File: config.mk
export PLATFORM = sky130hd
export DESIGN_NAME = qrs_sqrt_cell
export DESIGN_NICKNAME = d
export VERILOG_FILES = /design/src/hw/rtl/qrs_pkg.sv /design/src/hw/rtl/qrs_sqrt_cell.sv
export SDC_FILE = /design/constraint.sdc
export NUM_CORES = 1
export LEC_CHECK = 0
export BUFFER_PORTS_ARGS = -buffer_cell sky130_fd_sc_hd__buf_2
export CAP_MARGIN = 20
export CORE_AREA = 4 4 143 145
export DETAILED_ROUTE_END_ITERATION = 16
export DIE_AREA = 0 0 147 149
export PLACE_DENSITY = 0.73
export SLEW_MARGIN = 10
export SYNTH_ARGS = -nofsm -noshare
export SYNTH_HDL_FRONTEND = slang
export SYNTH_SLANG_ARGS = --single-unit
File: constraint.sdc
create_clock -name clk -period 5.65 [get_ports clk]
set_clock_uncertainty 0.1 [all_clocks]
set_input_delay 0 -clock clk [delete_from_list [all_inputs] [get_ports clk]]
set_output_delay 0 -clock clk [all_outputs]
set_load 0.03 [all_outputs]
File: src/hw/rtl/qrs_pkg.sv
// Shared widths, solution kinds and pipeline sideband types of the quadratic root solver.
package qrs_pkg;

  // Field and datapath widths.
  localparam int COEF_W     = 16;  // Q8.8 coefficient
  localparam int ROOT_W     = 32;  // Q16.16 root and integer square root
  localparam int D_W        = 35;  // exact discriminant b*b - 4*a*c
  localparam int RAD_W      = 64;  // square root radicand, discriminant times 2^30
  localparam int REM_W      = 36;  // square root partial remainder
  localparam int SQRT_STEPS = 32;  // one root bit per cell
  localparam int NUM0_W     = 33;  // -c*2^16 or -b*2^15
  localparam int NUM_W      = 35;  // numerator with the square root term added
  localparam int MAG_W      = 33;  // numerator and quotient magnitude
  localparam int DIV_STEPS  = 33;  // one quotient bit per cell
  localparam int IN_W       = 48;
  localparam int OUT_W      = 64;
  localparam int USER_W     = 4;

  // Solution kinds as reported on the result word.
  typedef enum logic [2:0] {
    KIND_NONE     = 3'd0,
    KIND_LINEAR   = 3'd1,
    KIND_DOUBLE   = 3'd2,
    KIND_TWO      = 3'd3,
    KIND_INFINITE = 3'd4
  } kind_t;

  // Sideband that rides along the square root cells.
  typedef struct packed {
    kind_t                     kind;
    logic signed [NUM0_W-1:0]  num0;
    logic signed [COEF_W-1:0]  den;
  } sq_side_t;

  // Sideband that rides along the divider cells.
  typedef struct packed {
    kind_t              kind;
    logic               neg1;
    logic               neg2;
    logic [COEF_W-1:0]  dmag;
  } div_side_t;

endpackage

File: src/hw/rtl/qrs_sqrt_cell.sv
// One step of the digit-by-digit integer square root: resolves one root bit per cycle while enabled.
module qrs_sqrt_cell
  import qrs_pkg::*;
(
  input  logic              clk,
  input  logic              rst,
  input  logic              en,
  input  logic              in_vld,
  input  sq_side_t          in_side,
  input  logic [RAD_W-1:0]  in_rad,
  input  logic [REM_W-1:0]  in_rem,
  input  logic [ROOT_W-1:0] in_root,
  output logic              out_vld,
  output sq_side_t          out_side,
  output logic [RAD_W-1:0]  out_rad,
  output logic [REM_W-1:0]  out_rem,
  output logic [ROOT_W-1:0] out_root
);

  logic [REM_W-1:0]  shifted;
  logic [REM_W-1:0]  trial;
  logic              ge;
  logic [REM_W-1:0]  rem_next;
  logic [ROOT_W-1:0] root_next;

  // Bring down the next two radicand bits and try the next root bit.
  always_comb begin
    shifted   = {in_rem[REM_W-3:0], in_rad[RAD_W-1 -: 2]};
    trial     = {{(REM_W-ROOT_W-2){1'b0}}, in_root, 2'b01};
    ge        = (shifted >= trial);
    rem_next  = ge ? (shifted - trial) : shifted;
    root_next = {in_root[ROOT_W-2:0], ge};
  end

  // Valid bit.
  always_ff @(posedge clk) begin
    if (rst) begin
      out_vld <= 1'b0;
    end else if (en) begin
      out_vld <= in_vld;
    end
  end

  // Payload.
  always_ff @(posedge clk) begin
    if (en) begin
      out_side <= in_side;
      out_rad  <= {in_rad[RAD_W-3:0], 2'b00};
      out_rem  <= rem_next;
      out_root <= root_next;
    end
  end

endmodule

==> reports/results.tsv <==
stage	metric	value	unit
placed_design	Placed Area	10140	um2
clocking	CTS Hold Bufs	183	
placed_design	placed cell count	1190	
power	VDD IR-drop max	186.8	uV
critical_path	crit path kind	in2reg	
clocking	CTS tree	built	
yosys	synthesized instance count	578	
placed_design	RD Place Congestion	0.8482	
global_routing	first-pass GRT wire length	41630	um
die	Die W	147	um
global_routing	GRT met3 Usage	7.718	%
placed_design	Post-DP HPWL	18250	um
yosys	post-synthesis cell type count	65	
global_routing	initial antenna violation count	3	
placed_design	IO buf count	368	
clocking	H-tree depth	4	
critical_path	CP peak stage delay	660	ps
routing	Vias/cell	5.026	
power	clock power share	31.0	%
finish	final instance area	12560	um2
critical_path	CP max stage cell	nor4_1	
finish	commonest non-fill, non-tap cell in the layout	buf_2	
yosys	FF+latch count, synth	183	
die	Rows	51	
clocking	total CTS buffers	17	
clocking	insertion delay to the later sink of the worst-skew pair	420	ps
yosys	Post-synth EDFFs	182	
die	Starting Density	42.00	%
min_path	hold crit path type	in2reg	
routing	# DRC	0	
sta	Min Hold Slack	183.8	ps
finish	commonest cells after routing, fill and taps aside	buf_2 (367), dlygate4sd3_1 (183), edfxtp_1 (182)	
sta	RSZ-0062 raised after global routing	no	
sta	Period minus WS final	3537	ps
global_routing	GRT Util Overall	24.71	%
yosys	Top FF cell, synth	edfxtp_1	
finish	Final Core Density	65.38	%
die	die area	21900	um2
power	combinational power share	24.6	%
critical_path	CP cell instances	dlygate4sd3_1 -> buf_2 -> inv_1 -> ha_1 -> nand4_1 -> nor4_1 -> o21ai_0 -> and2_1 -> a21oi_4 -> buf_4 -> mux2_1	
power	internal power	2.584	mW
power	pwr/cell area	302.4	nW/um2
clocking	Resize count post-CTS	0	
routing	total number of vias	7066	
yosys	Mapped Avg Cell Area	13.96	um2
sta	Fin. Hold Viols	0	
finish	fin nets	1349	
sta	Rel. slew slack	28.61	%
global_routing	vias in the first global route	7354	
run	Max-cap violations	0	
power	switching share of power	31.95	%
clocking	Num Clock Sinks	183	
critical_path	Crit path required time	5730	ps
die	Core ar.	19210	um2
routing	TritonRoute pass-1 iters	5	
global_routing	grt ovf	0	
routing	post-route ant nets	0	
routing	final wirelength	27800	um
routing	drt wl/cell	19.77	um
clocking	CTS clk-pin slew, worst paths	80	ps
sta	max-slew violation count	0	
sta	Tightest Pin Transition	1071	ps
finish	fill count	1377	
sta	period utilisation layout	62.60	%
power	Static Leak	5.452	nW
global_routing	GRT Max-Usage Layer	met2	
critical_path	Max FO, Critical Path	27	
clocking	clock root buffer	clkbuf_16	
sta	Max Fclk	282.7	MHz
yosys	synth warn	0	
finish	Finished Layout Cells	1406	
sta	Setup TNS	0	ps
die	die height	149	um
critical_path	Worst setup SP type	input pin	
global_routing	largest net degree at the start of global routing	129	
clocking	Setup Buffers After CTS	0	
finish	P&R area growth vs syn	55.64	%
sta	Setup-failing EPs final	0	
yosys	ys async rst share	0	%
global_routing	met1 GRT Util	28.12	%
routing	drt first-iter violations	408	
clocking	Max Buffers Root-to-Sink	2	
yosys	Post-Syn Area	8068	um2
yosys	register area share after synthesis	67.99	%
finish	layout cell share with drive strength beyond 1	36.79	%
die	I/O pin cnt	373	
critical_path	Crit. End Element	register	
power	share of power burned in registers	44.4	%
run_status	run status	finished, final reports clean	
power	Switch Pwr	1.213	mW
critical_path	WP data arrival	3610	ps
global_routing	M2 GR Usage	43.47	%
worst paths after layout:
check | end | slack (ps) | start | cells past startpoint
worst min-delay path | out_root[20] | 180 | en | 1
worst min register to register | out_vld | 1040 | out_vld | 3
worst max register to register | out_vld | 4320 | out_vld | 3
worst max-delay path | out_rem[4] | 2110 | in_root[19] | 11
critical path, delay by kind of cell:
family | cells | cell delay (ps)
AO/OA/AOI/OAI | 2 | 640
adder cells (fa/ha/maj) | 1 | 410
buffers and inverters | 4 | 1050
multiplexers | 1 | 370
AND/OR/NAND/NOR | 3 | 1130
routing by layer:
layer | vias to the layer above | share of wire [%]
li1 | 3259 | -
met3 | 70 | 7.9
met2 | 358 | 50
met1 | 3377 | 37
met4 | 2 | 4.6
met5 | - | 0.047
Yosys cell counts (7+ instances only):
| master | n | share of area (%) |
|---|---|---|
| nand2_1 | 29 | 1.3 |
| nand4_1 | 8 | 0.62 |
| nor2_1 | 38 | 1.8 |
| a21oi_1 | 60 | 3.7 |
| a21o_1 | 9 | 0.84 |
| mux2_1 | 9 | 1.3 |
| xnor2_1 | 16 | 1.7 |
| edfxtp_1 | 182 | 68 |
| inv_1 | 36 | 1.7 |
| buf_4 | 7 | 0.65 |
| nand3_1 | 8 | 0.50 |
| o21ai_0 | 22 | 1.4 |
| xor2_1 | 17 | 1.8 |
| ha_1 | 34 | 5.3 |
| buf_2 | 10 | 0.62 |
| nor3_1 | 7 | 0.43 |
cells by family after synthesis:
family | Yosys count | synth area share [%]
AO/OA/AOI/OAI | 131 | 10.38
other | 1 | 0.04648
AND/OR/NAND/NOR | 123 | 7.677
buffers and inverters | 61 | 3.350
multiplexers | 12 | 1.706
flip-flops | 183 | 67.99
adder cells (fa/ha/maj) | 34 | 5.273
XOR/XNOR | 33 | 3.582
stage by stage:
step                      total power [mW]  setup slack [ps]
after global placement               2.509              2298
after CTS                            3.801              2194
final                                3.798              2113
after floorplan                      2.239              3290
after global routing                 3.954              1931
after detailed placement             2.521              2278
area by class of cell:
| class | count | area (um2) | share of cell area (%) |
|---|---|---|---|
| Sequential cell | 183 | 5485 | 43.68 |
| Timing Repair Buffer | 554 | 3705 | 29.50 |
| Multi-Input combinational cell | 335 | 2316 | 18.44 |
| Clock buffer | 17 | 425.4 | 3.388 |
| Tap cell | 265 | 331.6 | 2.641 |
| Clock inverter | 14 | 153.9 | 1.226 |
| Inverter | 36 | 135.1 | 1.076 |
| Antenna cell | 2 | 5.005 | 0.03986 |
power groups by stage:
stage                     Sequential (mW)  Combinational [mW]  Clock (mW)
final                                1.69               0.932        1.18
after global routing                 1.70               0.989        1.27
after CTS                            1.68               0.922        1.20
after detailed placement             1.71               0.813           0
after global placement               1.71               0.804           0
after floorplan                      1.99               0.253           0
state kept, by name (all words and copies together) (netlist names):
name	count
out_rad	62
out_side	52
out_rem	36
out_root	32
out_vld	1
Note: power is estimated with default switching activity, not from simulation.
