==> config.mk <==
export PLATFORM = sky130hd
export DESIGN_NAME = qrs_div_cell
export DESIGN_NICKNAME = d
export VERILOG_FILES = /design/src/hw/rtl/qrs_pkg.sv /design/src/hw/rtl/qrs_div_cell.sv
export SDC_FILE = /design/constraint.sdc
export NUM_CORES = 1
export LEC_CHECK = 0
export ABC_AREA = 1
export BUFFER_PORTS_ARGS = -buffer_cell sky130_fd_sc_hd__clkbuf_2
export CORE_ASPECT_RATIO = 0.7
export CORE_MARGIN = 2
export CORE_UTILIZATION = 50
export DETAILED_ROUTE_END_ITERATION = 6
export GPL_TIMING_DRIVEN = 0
export PLACE_DENSITY = 0.91
export SLEW_MARGIN = 0
export SYNTH_ARGS = -nofsm -noshare
export SYNTH_HDL_FRONTEND = slang
export SYNTH_SLANG_ARGS = --single-unit
export TNS_END_PERCENT = 30
==> constraint.sdc <==
create_clock -name clk -period 4.8 [get_ports clk]
set_input_delay 0.24 -clock clk [delete_from_list [all_inputs] [get_ports clk]]
set_output_delay 0.24 -clock clk [all_outputs]
set_load 0.01 [all_outputs]
==> src/hw/rtl/qrs_pkg.sv <==
// Shared widths, solution kinds and pipeline sideband types of the quadratic root solver.
package qrs_pkg;

  // Field and datapath widths.
  localparam int COEF_W     = 16;  // Q8.8 coefficient
  localparam int ROOT_W     = 32;  // Q16.16 root and integer square root
  localparam int D_W        = 35;  // exact discriminant b*b - 4*a*c
  localparam int RAD_W      = 64;  // square root radicand, discriminant times 2^30
  localparam int REM_W      = 36;  // square root partial remainder
  localparam int SQRT_STEPS = 32;  // one root bit per cell
  localparam int NUM0_W     = 33;  // -c*2^16 or -b*2^15
  localparam int NUM_W      = 35;  // numerator with the square root term added
  localparam int MAG_W      = 33;  // numerator and quotient magnitude
  localparam int DIV_STEPS  = 33;  // one quotient bit per cell
  localparam int IN_W       = 48;
  localparam int OUT_W      = 64;
  localparam int USER_W     = 4;

  // Solution kinds as reported on the result word.
  typedef enum logic [2:0] {
    KIND_NONE     = 3'd0,
    KIND_LINEAR   = 3'd1,
    KIND_DOUBLE   = 3'd2,
    KIND_TWO      = 3'd3,
    KIND_INFINITE = 3'd4
  } kind_t;

  // Sideband that rides along the square root cells.
  typedef struct packed {
    kind_t                     kind;
    logic signed [NUM0_W-1:0]  num0;
    logic signed [COEF_W-1:0]  den;
  } sq_side_t;

  // Sideband that rides along the divider cells.
  typedef struct packed {
    kind_t              kind;
    logic               neg1;
    logic               neg2;
    logic [COEF_W-1:0]  dmag;
  } div_side_t;

endpackage

==> src/hw/rtl/qrs_div_cell.sv <==
// One restoring division step for both root lanes: resolves one quotient bit per cycle while enabled.
module qrs_div_cell
  import qrs_pkg::*;
(
  input  logic              clk,
  input  logic              rst,
  input  logic              en,
  input  logic              in_vld,
  input  div_side_t         in_side,
  input  logic [MAG_W-1:0]  in_q1,
  input  logic [MAG_W-1:0]  in_q2,
  input  logic [COEF_W-1:0] in_r1,
  input  logic [COEF_W-1:0] in_r2,
  output logic              out_vld,
  output div_side_t         out_side,
  output logic [MAG_W-1:0]  out_q1,
  output logic [MAG_W-1:0]  out_q2,
  output logic [COEF_W-1:0] out_r1,
  output logic [COEF_W-1:0] out_r2
);

  // The numerator leaves at the top of q while quotient bits enter at the bottom.
  function automatic logic [MAG_W+COEF_W-1:0] div_step(
    input logic [MAG_W-1:0]  q,
    input logic [COEF_W-1:0] r,
    input logic [COEF_W-1:0] d
  );
    logic [COEF_W:0]   t;
    logic              ge;
    logic [COEF_W-1:0] r_n;
    t   = {r, q[MAG_W-1]};
    ge  = (t >= {1'b0, d});
    r_n = ge ? COEF_W'(t - {1'b0, d}) : t[COEF_W-1:0];
    return {q[MAG_W-2:0], ge, r_n};
  endfunction

  logic [MAG_W+COEF_W-1:0] step1;
  logic [MAG_W+COEF_W-1:0] step2;

  always_comb begin
    step1 = div_step(in_q1, in_r1, in_side.dmag);
    step2 = div_step(in_q2, in_r2, in_side.dmag);
  end

  // Valid bit.
  always_ff @(posedge clk) begin
    if (rst) begin
      out_vld <= 1'b0;
    end else if (en) begin
      out_vld <= in_vld;
    end
  end

  // Payload.
  always_ff @(posedge clk) begin
    if (en) begin
      out_side <= in_side;
      out_q1   <= step1[MAG_W+COEF_W-1:COEF_W];
      out_r1   <= step1[COEF_W-1:0];
      out_q2   <= step2[MAG_W+COEF_W-1:COEF_W];
      out_r2   <= step2[COEF_W-1:0];
    end
  end

endmodule

==> results of run 1 <==
through the flow:
step	hold slack (ns)	utilization	cells	power [mW]
3_3_place_gp	0.398	0.627	1074	1.89
5_1_grt	-0.000741	0.719	1157	3.43
6_report	0.0231	0.719	1157	3.27
3_5_place_dp	0.403	0.628	1074	1.91
4_1_cts	0.0000553	0.711	1147	3.29
2_1_floorplan	0.312	-	670	1.66
final cells by class:
type,instances,area [sq um]
clock buffer,19,433
multi-input combinational,429,2280
timing repair buffer,293,1730
inverter,115,432
tap,162,203
buffer,6,66.3
fill,926,3490
clock inverter,13,194
sequential,120,3590
where the power goes:
group | switching [mW] | total, mW | internal [mW]
clock network | 0.463 | 1.34 | 0.875
logic | 0.377 | 0.627 | 0.250
registers | 0.0279 | 1.30 | 1.28
total | 0.868 | 3.27 | 2.40
critical path, stage by stage:
cell      delay (ns)
clkbuf_2        0.09
inv_1           0.07
ha_1            0.36
a21oi_1         0.31
o21a_1          0.17
nand2_2         0.06
nor2_4          0.22
nand2_4         0.15
buf_12          0.18
nand2_1         0.06
nand2_1         0.05
cell usage after synthesis (4+ instances only):
| cell | count | area, sq um |
|---|---|---|
| a21oi_1 | 19 | 95.1 |
| edfxtp_1 | 119 | 3570 |
| xor2_1 | 10 | 87.6 |
| nand4_1 | 8 | 50.1 |
| nand3_1 | 54 | 270 |
| inv_2 | 5 | 18.8 |
| nand3b_1 | 6 | 45.0 |
| inv_1 | 110 | 413 |
| nand2_2 | 15 | 93.8 |
| nor2_1 | 18 | 67.6 |
| ha_1 | 32 | 400 |
| nor2_2 | 4 | 25.0 |
| nand2_1 | 237 | 890 |
registers in the layout (all words and copies together), names as in the netlist:
signal,count
out_side,21
out_vld,1
out_q1,33
out_q2,33
out_r1,16
out_r2,16
path summary, 6_finish.rpt:
check        depth (start not counted)                   end                  from  slack [ns]
max                                 11   out_r1[9]$_DFFE_PP_           in_side[14]        2.99
min                                  1  out_q2[23]$_DFFE_PP_             in_q2[22]        0.02
max reg2reg                          2  out_vld$_SDFFE_PP0P_  out_vld$_SDFFE_PP0P_        4.21
min reg2reg                          2  out_vld$_SDFFE_PP0P_  out_vld$_SDFFE_PP0P_        0.50
placed cells by master (no fill, tap or decap), types with 2 or more instances in the layout:
cell           instances
nand2_2               15
nand2_4                3
and2_1                 3
bufinv_16              4
clkbuf_8               2
inv_2                  5
nand2_1              237
clkinv_4               5
nand3b_1               6
xnor2_1                2
nand3_2                3
inv_6                  2
dlygate4sd3_1         51
nand4_1                8
clkbuf_2             241
xor2_1                10
nor2_1                18
nand3_1               54
nor3_1                 3
clkbuf_1               2
buf_6                  2
buf_2                  2
inv_1                110
clkbuf_16             17
ha_1                  32
o21bai_1               2
o21a_1                 2
nor2_2                 4
fa_1                   2
edfxtp_1             119
nor2_4                 3
a21oi_1               19
what timing repair did:
item	in CTS	in global routing
hold endpoints to repair	41	10
hold buffers	41	10
buffers inserted	0	0
setup endpoints to repair	0	0
metal layers:
| metal | track usage | vias to the layer above | wire length [microns] |
|---|---|---|---|
| met3 | 0.0773 | 27 | 1570 |
| met2 | 0.419 | 277 | 8340 |
| li1 | - | 2814 | - |
| met4 | 0.0839 | 0 | 352 |
| met5 | 0 | - | 0 |
| met1 | 0.344 | 2594 | 7700 |
cell families after synthesis:
group / count (synthesis)
adder cells (fa/ha/maj): 34
XOR/XNOR: 12
buffers and inverters: 121
AO/OA/AOI/OAI: 24
flip-flops: 120
multiplexers: 1
AND/OR/NAND/NOR: 358
==> results.py, run 1 <==
metrics = {
    "outcome": {
        "status": "completed",
    },
    "detailed_routing": {
        "via_per_inst": 4.94,
        "drcViolationCount": 0,
        "drt_iter0_markers": 349,
        "ant_nets": 0,
        "first_pass_iters": 6,
        "wl_mm": 18.0,
        "num_vias": 5712,
        "wl_per_cell_microns": 15.5,
    },
    "clocking": {
        "path_clk_slew_ns": 0.06,
        "cts.sink_count": 120,
        "cts_tree": "built",
        "cts_buffer_depth": 2,
        "cts_resized": 0,
        "cts_root_buffer": "clkbuf_16",
        "clk-insertion-delay-late_ns": 0.40,
        "cts_buffers": 17,
        "ctsHtreeMaxLevel": 4,
    },
    "power_and_ir_drop": {
        "ir_drop_uv": 275,
        "p_per_area_nw_per_um2": 366,
        "p_leak_nw": 4.63,
    },
    "floorplan": {
        "dieArea_sq_um": 13700,
        "die_w_microns": 139,
        "start_util": 0.513,
        "rows": 34,
        "core-area_sq_um": 12400,
        "chipHeight_microns": 98.5,
        "ios": 243,
    },
    "synth": {
        "synth_top_family_by_area": "simple AND/OR/NAND/NOR gates",
        "synth_fa_ha_area_frac": 0.0691,
        "synth_cell_types": 30,
        "synthFlopType": "edfxtp_1",
        "ys_seq_area_frac": 0.564,
        "yosysWarnings": 0,
        "syn_avg_cell_area_sq_um": 9.51,
        "synth_compound_area_frac": 0.0214,
        "synth_simple_gate_area_frac": 0.250,
        "syn-instance-count": 670,
        "async_reset_ff_frac": 0,
        "ys_seq_elements": 120,
        "synth_xor_area_frac": 0.0165,
        "syn_area_sq_um": 6370,
        "synth_edf_count": 119,
        "syn_nets": 827,
        "muxShareOfSynthArea": 0.00157,
    },
    "sta": {
        "clock_skew_ns": 0,
        "setup_ws_ns": 2.99,
        "tightest_slew_ns": 0.947,
        "setup_tns_ns": 0,
        "clock.fmax_mhz": 552,
        "finalCritPeriodShare": 0.377,
        "maxSlewHeadroom": 0.369,
        "slew_viol_final": 0,
        "finalSetupViolCount": 0,
        "hold_viol_final": 0,
        "rsz0062_at_grt": "no",
        "period_needed_ns": 1.81,
    },
    "global_routing": {
        "antenna_found_initial": 0,
        "grt_pass1_wl_mm": 27.5,
        "first_global_vias": 5512,
        "grt_use_total": 0.260,
        "overflow": 0,
        "grt_max_degree": 121,
    },
    "worst_setup_path": {
        "worstPathArrival_ns": 1.97,
        "required_ns": 4.96,
        "end_kind": "register",
        "path_max_fanout": 10,
        "criticalPathCategory": "in2reg",
        "start_kind": "primary input",
    },
    "placed_design": {
        "place.gp.congestion": 0.949,
        "dpl_cell_area_sq_um": 7800,
        "pre_cts_slack_ns": 2.61,
        "port_buffers": 242,
        "dpl.hpwl_mm": 13.5,
    },
    "layout": {
        "finish.net_count": 1139,
        "layout-drive-gt1-share": 0.315,
        "antenna_cells": 0,
        "syn_to_final_growth_pct": 40.2,
        "finalInstanceArea_sq_um": 8930,
    },
    "min_path": {
        "min_path_type": "in2reg",
    },
    "run": {
        "maxCapViolCount": 0,
    },
}
(Power assumes the default switching activity.)
==> run 2: changes to the inputs <==
CORE_UTILIZATION = 45   (was 50)
PLACE_DENSITY = 0.87   (was 0.91)
clock period = 1.6 ns   (was 4.8 ns; I/O delays follow)
==> results.py, run 2 (same netlist as run 1, synthesis figures left out) <==
metrics = {
    "detailed_routing": {
        "first_pass_iters": 7,
        "ant_nets": 0,
        "routed-wl-met3_mm": 1.70,
        "drt_iter0_markers": 510,
        "num_vias": 5938,
        "drcViolationCount": 0,
        "wl_met2_mm": 9.47,
        "wl_mm": 19.6,
        "met1_length_mm": 8.21,
        "wl_per_cell_microns": 15.9,
        "via_per_inst": 4.82,
        "dr.max_layer_used": "met4",
    },
    "layout": {
        "syn_to_final_growth_pct": 51.7,
        "antenna_cells": 0,
        "final_common_cell": "clkbuf_2",
        "fillers": 1048,
        "reg.largest.list": "out_q1: 33 flops, out_q2: 33 flops, out_side: 21 flops",
        "finish.net_count": 1185,
        "multi_input_area_sq_um": 2590,
        "regArea_sq_um": 3590,
        "stdcell_count": 1231,
        "layout_common_cells": "241 x clkbuf_2, 237 x nand2_1, 119 x edfxtp_1, 101 x inv_1, 93 x dlygate4sd3_1",
        "fin_util": 0.697,
        "layout-drive-gt1-share": 0.348,
    },
    "floorplan": {
        "chipHeight_microns": 104,
        "core-area_sq_um": 13900,
        "ios": 243,
        "rows": 36,
        "die_w_microns": 146,
        "dieArea_sq_um": 15100,
        "start_util": 0.459,
    },
    "clocking": {
        "cts_buffer_depth": 2,
        "cts.sink_count": 120,
        "path_clk_slew_ns": 0.06,
        "cts_buffers": 17,
        "clk-insertion-delay-late_ns": 0.40,
        "cts_root_buffer": "clkbuf_16",
        "ctsHtreeMaxLevel": 4,
        "cts_tree": "built",
    },
    "sta": {
        "finalCritPeriodShare": 0.960,
        "hold_viol_final": 0,
        "tightest_slew_ns": 1.00,
        "finalSetupViolCount": 0,
        "clock.fmax_mhz": 651,
        "slew_viol_final": 0,
        "clock_skew_ns": 0,
        "setup_tns_ns": 0,
        "maxSlewHeadroom": 0.333,
        "period_needed_ns": 1.54,
    },
    "worst_setup_path": {
        "r2r_setup_slack_ns": 0.45,
        "end_kind": "register",
        "cpMostUsedCell": "nand2_1",
        "criticalPathCategory": "in2reg",
        "path_buf_inv": 4,
        "start_kind": "primary input",
        "required_ns": 1.75,
        "crit_path_max_incr_delay_ns": 0.25,
        "r2r-end": "out_vld$_SDFFE_PP0P_",
        "cp_cell_sequence": "clkbuf_2 -> inv_1 -> ha_4 -> nand2_1 -> inv_1 -> nand2_1 -> nor2_2 -> nand3b_1 -> nand2_2 -> nor2_4 -> nand2_4 -> buf_4 -> nand2_1 -> nand2_1",
        "worstPathArrival_ns": 1.69,
        "path_delay_family": "simple AND/OR/NAND/NOR gates",
        "path_max_fanout": 6,
        "r2r-start": "out_vld$_SDFFE_PP0P_",
        "rr_worst_depth": 3,
        "crit_slowest_cell": "ha_4",
    },
    "global_routing": {
        "first_global_vias": 5770,
        "grt_max_degree": 121,
        "grt_use_total": 0.258,
        "overflow": 0,
        "grt_pass1_wl_mm": 30.3,
        "antenna_found_initial": 0,
    },
    "power_and_ir_drop": {
        "p_leak_nw": 4.77,
        "p_per_area_nw_per_um2": 1010,
        "clkPwrFrac": 0.379,
        "switching_share": 0.289,
        "internal_power_mw": 6.92,
        "switchingPower_mw": 2.81,
        "p_seq_frac": 0.402,
        "power_frac_comb": 0.219,
        "ir_drop_uv": 633,
    },
    "min_path": {
        "min_to": "out_r2[9]$_DFFE_PP_",
        "min_path_type": "in2reg",
        "min-delay-start": "in_r2[8]",
        "min_path_cells": 3,
    },
    "placed_design": {
        "port_buffers": 242,
        "dp_cells": 1102,
        "place.gp.congestion": 0.939,
        "dpl.hpwl_mm": 13.4,
    },
    "run": {
        "maxCapViolCount": 0,
    },
    "outcome": {
        "status": "completed",
    },
}
[run 2: cell count changes in the layout (fill, tap and decap cells not counted), sizes merged]
cell	previous run	this run
buf	5	7
bufinv	4	1
clkbuf	262	263
clkinv	6	2
clkinvlp	1	5
dlygate4sd3	51	93
inv	117	121
[run 2: metrics by stage]
stage / area (sq um) / hold slack, ns / worst slack, ns / power (mW)
after floorplan: 6500 / 0.152 / -0.00210 / 5.00
after global placement: 7950 / 0.236 / -1.11 / 5.72
after detailed placement: 7960 / 0.245 / -0.499 / 5.77
after CTS: 9480 / 0.00284 / -0.0282 / 9.66
after global routing: 9670 / 0.0252 / -0.0139 / 10.1
final: 9670 / 0.0199 / 0.0633 / 9.72
[run 2: final cells by class]
class                           instances  share of cell area
Buffer                                  6             0.00737
Clock buffer                           18              0.0444
Clock inverter                         14              0.0145
Inverter                              115              0.0446
Multi-Input combinational cell        429               0.268
Sequential cell                       120               0.372
Tap cell                              190              0.0246
Timing Repair Buffer                  339               0.225
[run 2: layer usage]
metal	vias up	GRT usage
met1	2724	0.343
met4	0	0.0735
met5	-	0
li1	2901	-
met2	296	0.423
met3	17	0.0630
[run 2: worst max path at each step]
stage | slack (ns) | cells past startpoint | end | start
after floorplan | -0.002 | 13 | out_r2[4]$_DFFE_PP_ | in_side[11]
after global placement | -1.11 | 3 | out_vld$_SDFFE_PP0P_ | en
after detailed placement | -0.50 | 14 | out_r1[11]$_DFFE_PP_ | in_side[9]
after CTS | -0.03 | 11 | out_r2[12]$_DFFE_PP_ | in_side[14]
after global routing | -0.01 | 14 | out_r2[0]$_DFFE_PP_ | in_side[8]
final | 0.06 | 14 | out_r2[13]$_DFFE_PP_ | in_side[5]
[run 2: worst min-delay path: cells and delay by family]
family	cells	cell delay (ns)
buffers and inverters	1	0.10
and+or+nand+nor	2	0.13
[run 2: what timing repair did]
action                                 in CTS  in global routing
pin swaps                                   1                  4
endpoints found under the hold margin      92                  0
gates resized for setup                     1                 35
hold buffers                               93                  0
setup buffers                               1                  3
cloned                                      0                  0
setup endpoints to repair                  20                 27
[run 2: power by group through the flow]
stage | Sequential [mW] | Clock, mW | Combinational, mW
4_1_cts | 3.91 | 3.75 | 2.01
3_3_place_gp | 3.96 | 0 | 1.76
3_5_place_dp | 3.97 | 0 | 1.80
5_1_grt | 3.93 | 3.87 | 2.32
2_1_floorplan | 4.13 | 0 | 0.871
6_report | 3.91 | 3.68 | 2.13
